### src/rtl/krt_pkg.sv
`timescale 1ns / 1ps
// ----------------------------------------------------------------------------
// krt_pkg
// Shared types and constants for the keyed record table: field widths,
// outcome codes, and the command/status bundles between control and datapath.
// ----------------------------------------------------------------------------
package krt_pkg;

  // Default table depth
  localparam int DEF_ENTRIES = 128;

  // Field widths
  localparam int KEY_HALF_W = 32;
  localparam int KEY_W      = 2 * KEY_HALF_W;
  localparam int PRES_W     = 16;
  localparam int VOLT_W     = 8;
  localparam int TEMP_W     = 8;
  localparam int VAL_W      = PRES_W + VOLT_W + TEMP_W;
  localparam int OUTCOME_W  = 2;

  // Operation codes
  localparam logic OP_SAVE = 1'b0;
  localparam logic OP_LOAD = 1'b1;

  // Outcome codes
  localparam logic [OUTCOME_W-1:0] OUTCOME_MATCH  = 2'd0;
  localparam logic [OUTCOME_W-1:0] OUTCOME_INSERT = 2'd1;
  localparam logic [OUTCOME_W-1:0] OUTCOME_MISS   = 2'd2;

  // Kind of result the datapath should form
  typedef enum logic [2:0] {
    RESP_MATCH_SPARE,   // match on the lowest free entry, its values returned
    RESP_MATCH_MEM,     // match on a stored entry, values from the value memory
    RESP_MATCH_NODATA,  // save that matched, zero data
    RESP_INSERT,        // save that took a free entry
    RESP_MISS           // load miss or save with table full
  } resp_kind_t;

  // Controller to datapath
  typedef struct packed {
    logic       capture;    // latch the incoming transaction
    logic       spare_wr;   // update values of the lowest free entry
    logic       scan_init;  // rewind the scan pointer
    logic       scan_en;    // issue the next key read
    logic       val_wr;     // write values at the entry that just matched
    logic       insert;     // write keys and values at the first free entry
    logic       resp;       // emit a result
    resp_kind_t resp_kind;
  } krt_cmd_t;

  // Datapath to controller
  typedef struct packed {
    logic is_load;
    logic zero_key;
    logic full;
    logic empty;
    logic scan_hit;
    logic scan_done;
  } krt_status_t;

endpackage

### src/rtl/krt_ctrl.sv
`timescale 1ns / 1ps
// ----------------------------------------------------------------------------
// krt_ctrl
// Controller for the keyed record table: sequences the key scan and decides
// between match, insert and miss for each transaction.
// ----------------------------------------------------------------------------
module krt_ctrl (
  input  logic                 clk,
  input  logic                 rst,
  input  logic                 start,
  output logic                 busy,
  input  krt_pkg::krt_status_t status,
  output krt_pkg::krt_cmd_t    cmd
);

  typedef enum logic [3:0] {
    ST_IDLE  = 4'b0001,
    ST_CHECK = 4'b0010,
    ST_SCAN  = 4'b0100,
    ST_VOUT  = 4'b1000
  } state_t;

  state_t state;
  state_t state_next;

  // State register
  always_ff @(posedge clk) begin
    if (rst) begin
      state <= ST_IDLE;
    end else begin
      state <= state_next;
    end
  end

  assign busy = (state != ST_IDLE);

  // Next state and command decode
  always_comb begin
    state_next    = state;
    cmd           = '0;
    cmd.resp_kind = krt_pkg::RESP_MISS;
    case (state)
      ST_IDLE: begin
        if (start) begin
          cmd.capture = 1'b1;
          state_next  = ST_CHECK;
        end
      end
      ST_CHECK: begin
        if (status.zero_key) begin
          // The all-zero key names the lowest free entry
          state_next = ST_IDLE;
          cmd.resp   = 1'b1;
          if (status.full) begin
            cmd.resp_kind = krt_pkg::RESP_MISS;
          end else if (status.is_load) begin
            cmd.resp_kind = krt_pkg::RESP_MATCH_SPARE;
          end else begin
            cmd.spare_wr  = 1'b1;
            cmd.resp_kind = krt_pkg::RESP_MATCH_NODATA;
          end
        end else if (status.empty) begin
          state_next = ST_IDLE;
          cmd.resp   = 1'b1;
          if (status.is_load || status.full) begin
            cmd.resp_kind = krt_pkg::RESP_MISS;
          end else begin
            cmd.insert    = 1'b1;
            cmd.resp_kind = krt_pkg::RESP_INSERT;
          end
        end else begin
          cmd.scan_init = 1'b1;
          state_next    = ST_SCAN;
        end
      end
      ST_SCAN: begin
        cmd.scan_en = 1'b1;
        if (status.scan_hit) begin
          if (status.is_load) begin
            state_next = ST_VOUT;
          end else begin
            cmd.val_wr    = 1'b1;
            cmd.resp      = 1'b1;
            cmd.resp_kind = krt_pkg::RESP_MATCH_NODATA;
            state_next    = ST_IDLE;
          end
        end else if (status.scan_done) begin
          state_next = ST_IDLE;
          cmd.resp   = 1'b1;
          if (status.is_load || status.full) begin
            cmd.resp_kind = krt_pkg::RESP_MISS;
          end else begin
            cmd.insert    = 1'b1;
            cmd.resp_kind = krt_pkg::RESP_INSERT;
          end
        end
      end
      ST_VOUT: begin
        // Value memory read data is ready now
        cmd.resp      = 1'b1;
        cmd.resp_kind = krt_pkg::RESP_MATCH_MEM;
        state_next    = ST_IDLE;
      end
      default: begin
        state_next = ST_IDLE;
      end
    endcase
  end

endmodule

### config.mk
export PLATFORM = sky130hd
export DESIGN_NAME = krt_ctrl
export DESIGN_NICKNAME = d
export VERILOG_FILES = /design/src/rtl/krt_pkg.sv /design/src/rtl/krt_ctrl.sv
export SDC_FILE = /design/constraint.sdc
export NUM_CORES = 1
export LEC_CHECK = 0
export ABC_AREA = 1
export BUFFER_PORTS_ARGS = -buffer_cell sky130_fd_sc_hd__buf_2
export CORE_AREA = 2 2 39 41
export CTS_BUF_LIST = sky130_fd_sc_hd__clkbuf_4
export CTS_CLUSTER_SIZE = 28
export DETAILED_ROUTE_END_ITERATION = 8
export DIE_AREA = 0 0 41 43
export SLEW_MARGIN = 30
export SYNTH_ARGS = -nofsm -noshare
export SYNTH_HDL_FRONTEND = slang
export SYNTH_SLANG_ARGS = --single-unit
### constraint.sdc
create_clock -name clk -period 1.29 [get_ports clk]
set_input_delay 0.1935 -clock clk [delete_from_list [all_inputs] [get_ports clk]]
set_output_delay 0.1935 -clock clk [all_outputs]
set_load 0.1 [all_outputs]
==> impl_metrics.ini <==
[yosys]
yosysMostFrequentCell = inv_1
synth_top_cell_area_share = 0.207
syn_avg_cell_area_um2 = 6.04
synth-main-ff-cell = dfxtp_1
synth-seq-area-share = 0.207
synth-edff-count = 0
syn-cell-area_um2 = 387
ys_seq_elements = 4
yosys_warnings = 0
netlist_top_cells_area = dfxtp_1, nand3_1, inv_1, nand2_1, nor2_4
yosysTopAreaCell = dfxtp_1
synth_cell_type_count = 16
synthesis.nets = 73
synth_common_cells = inv_1, nand2_1, nand3_1
synthesis.instances = 64
async_flop_share = 0

[floorplanning]
die_h_um = 43
die-area_mm2 = 0.00176
die_w_um = 41
num_io_pins = 20
fp.coreArea_mm2 = 0.00138
start_util = 0.279
rows = 14

[final_layout]
stdcell_count = 118
fin_nets = 113
largest_register_ffs = 4
drive_gt1_frac = 0.676
syn_to_final_growth_pct = 160
num_antenna_cells = 0
largest_registers = state (4)
top_register = state

[power]
leakage_nw = 0.487
p_total_mw = 0.624
peakVddDrop_v = 0.000697
powerDensity_mw_per_mm2 = 622

[placement]
globalplace.congestion = 0.770
port_buffers = 19
dp.cells = 110
dp_hpwl_um = 1050
pre_cts_slack_ps = -75.5

[global_route]
antenna_found_initial = 0
first_global_vias = 543
grt_start_max_net_pins = 6
grt_pass1_wl_um = 2120
gr-total-overflow = 0
track_usage = 0.174

[sta]
slew_headroom = 0.735
rsz0062_at_grt = true
hold_ws_ps = 154
setup_violations = 12
fmax_ghz = 0.641
period_minus_slack_ps = 1560
slew_violations = 0
setup_slack_ps = -269
fin_skew_ps = 9.49
finalCritPeriodShare = 1.21
worst_slew_pin_slew_ps = 397
hold_violations = 0

[clock_tree]
root_buffer = clkbuf_4
cts_tree = built
clock_latency_ps = 240
h-tree-depth = 1
clk_pin_slew_ps = 40
cts_hold_buf = 0
clk_path_buf_depth = 2
cts.sinks = 4
cts_buffers = 3

[routing]
routed_wl_um = 1300
drtIter0Drc = 1
num_vias = 549
ant_nets = 0
wl_per_cell_um = 11.0
dr.pass1.iters = 4
drcViolationCount = 0
via_per_inst = 4.65

[critical_path]
crit_end = cmd[0]
r2r_cells = 9
start_kind = register
r2r_end = state[0]
critPathLaunch = state[1]
arrival_ps = 1370
critPathKind = register to primary output
cp-end-kind = primary output
r2r_start = state[3]
worstPathMaxFanout = 5
required_ps = 1100
regToRegSetupSlack_ps = -30

[worst_hold_path]
hold_path.class = primary input to register

[job]
cap_violations = 0

[status]
violations = setup timing
status = complete, but fails checks
[timing repair]
action                                  CTS  global route
resized for setup                         7             4
pin swaps                                 7             2
gates cloned                              0             0
endpoints found under the hold margin     0             0
setup buffers                             4             2
endpoints found under the setup margin   11            12
[worst min path at each step]
| stage | from | end | slack (ps) | cells after the start |
|---|---|---|---|---|
| 6_report | rst | state[2] | 150 | 2 |
| 5_1_grt | rst | state[2] | 160 | 2 |
| 4_1_cts | rst | state[2] | 150 | 2 |
| 3_5_place_dp | rst | state[2] | 400 | 2 |
| 3_3_place_gp | rst | state[2] | 400 | 2 |
| 2_1_floorplan | rst | state[2] | 260 | 1 |
[final cells by class]
type	instances	area, um2
Multi-Input combinational cell	44	402
Timing Repair Buffer	35	395
Fill cell	97	380
Sequential cell	4	87.6
Inverter	16	76.3
Clock buffer	3	22.5
Tap cell	16	20.0
[cells in the final DEF, fill, tap and decap left out, drive strengths merged]
master and n:
nand3 11, buf 35, dfxtp 4, o211ai 2, nor2 7, nand4 1, o22ai 1, inv 15
clkbuf 3, a21oi 2, nor3 4, nand2 15, clkinvlp 1, or2 1
[report_power, final]
group / switching [mW] / internal [mW]
Combinational: 0.193 / 0.129
Clock: 0.0560 / 0.104
Sequential: 0.0102 / 0.131
Total: 0.260 / 0.364
[critical path: stages (launching register included)]
cell,delay [ps]
dfxtp_2,340
inv_2,50
nor2_4,120
nand2_4,80
or2_4,270
nand3_4,90
buf_12,170
[cells by family (layout without fill, tap and decap cells)]
logic type | after synthesis | after routing | synth area share
compound gates | 5 | 5 | 0.0809
buf+inv | 16 | 54 | 0.162
flops | 4 | 4 | 0.207
simple gates | 39 | 39 | 0.550
[layer usage]
layer  vias to the layer above  global-route usage  share of wire
li1                        279                   -              -
met1                       253               0.196           0.37
met2                        17               0.294           0.58
met3                         0              0.0628          0.053
met4                         0              0.0400              0
met5                         -                   0              0
[metrics by stage]
step	setup TNS [ps]	util	cell area, um2
6_report	-2320	0.725	1000
3_3_place_gp	-106	0.648	897
4_1_cts	-2380	0.703	972
5_1_grt	-3060	0.725	1000
2_1_floorplan	-2150	-	534
3_5_place_dp	-234	0.648	897
Power figures use the tool's default switching activity.
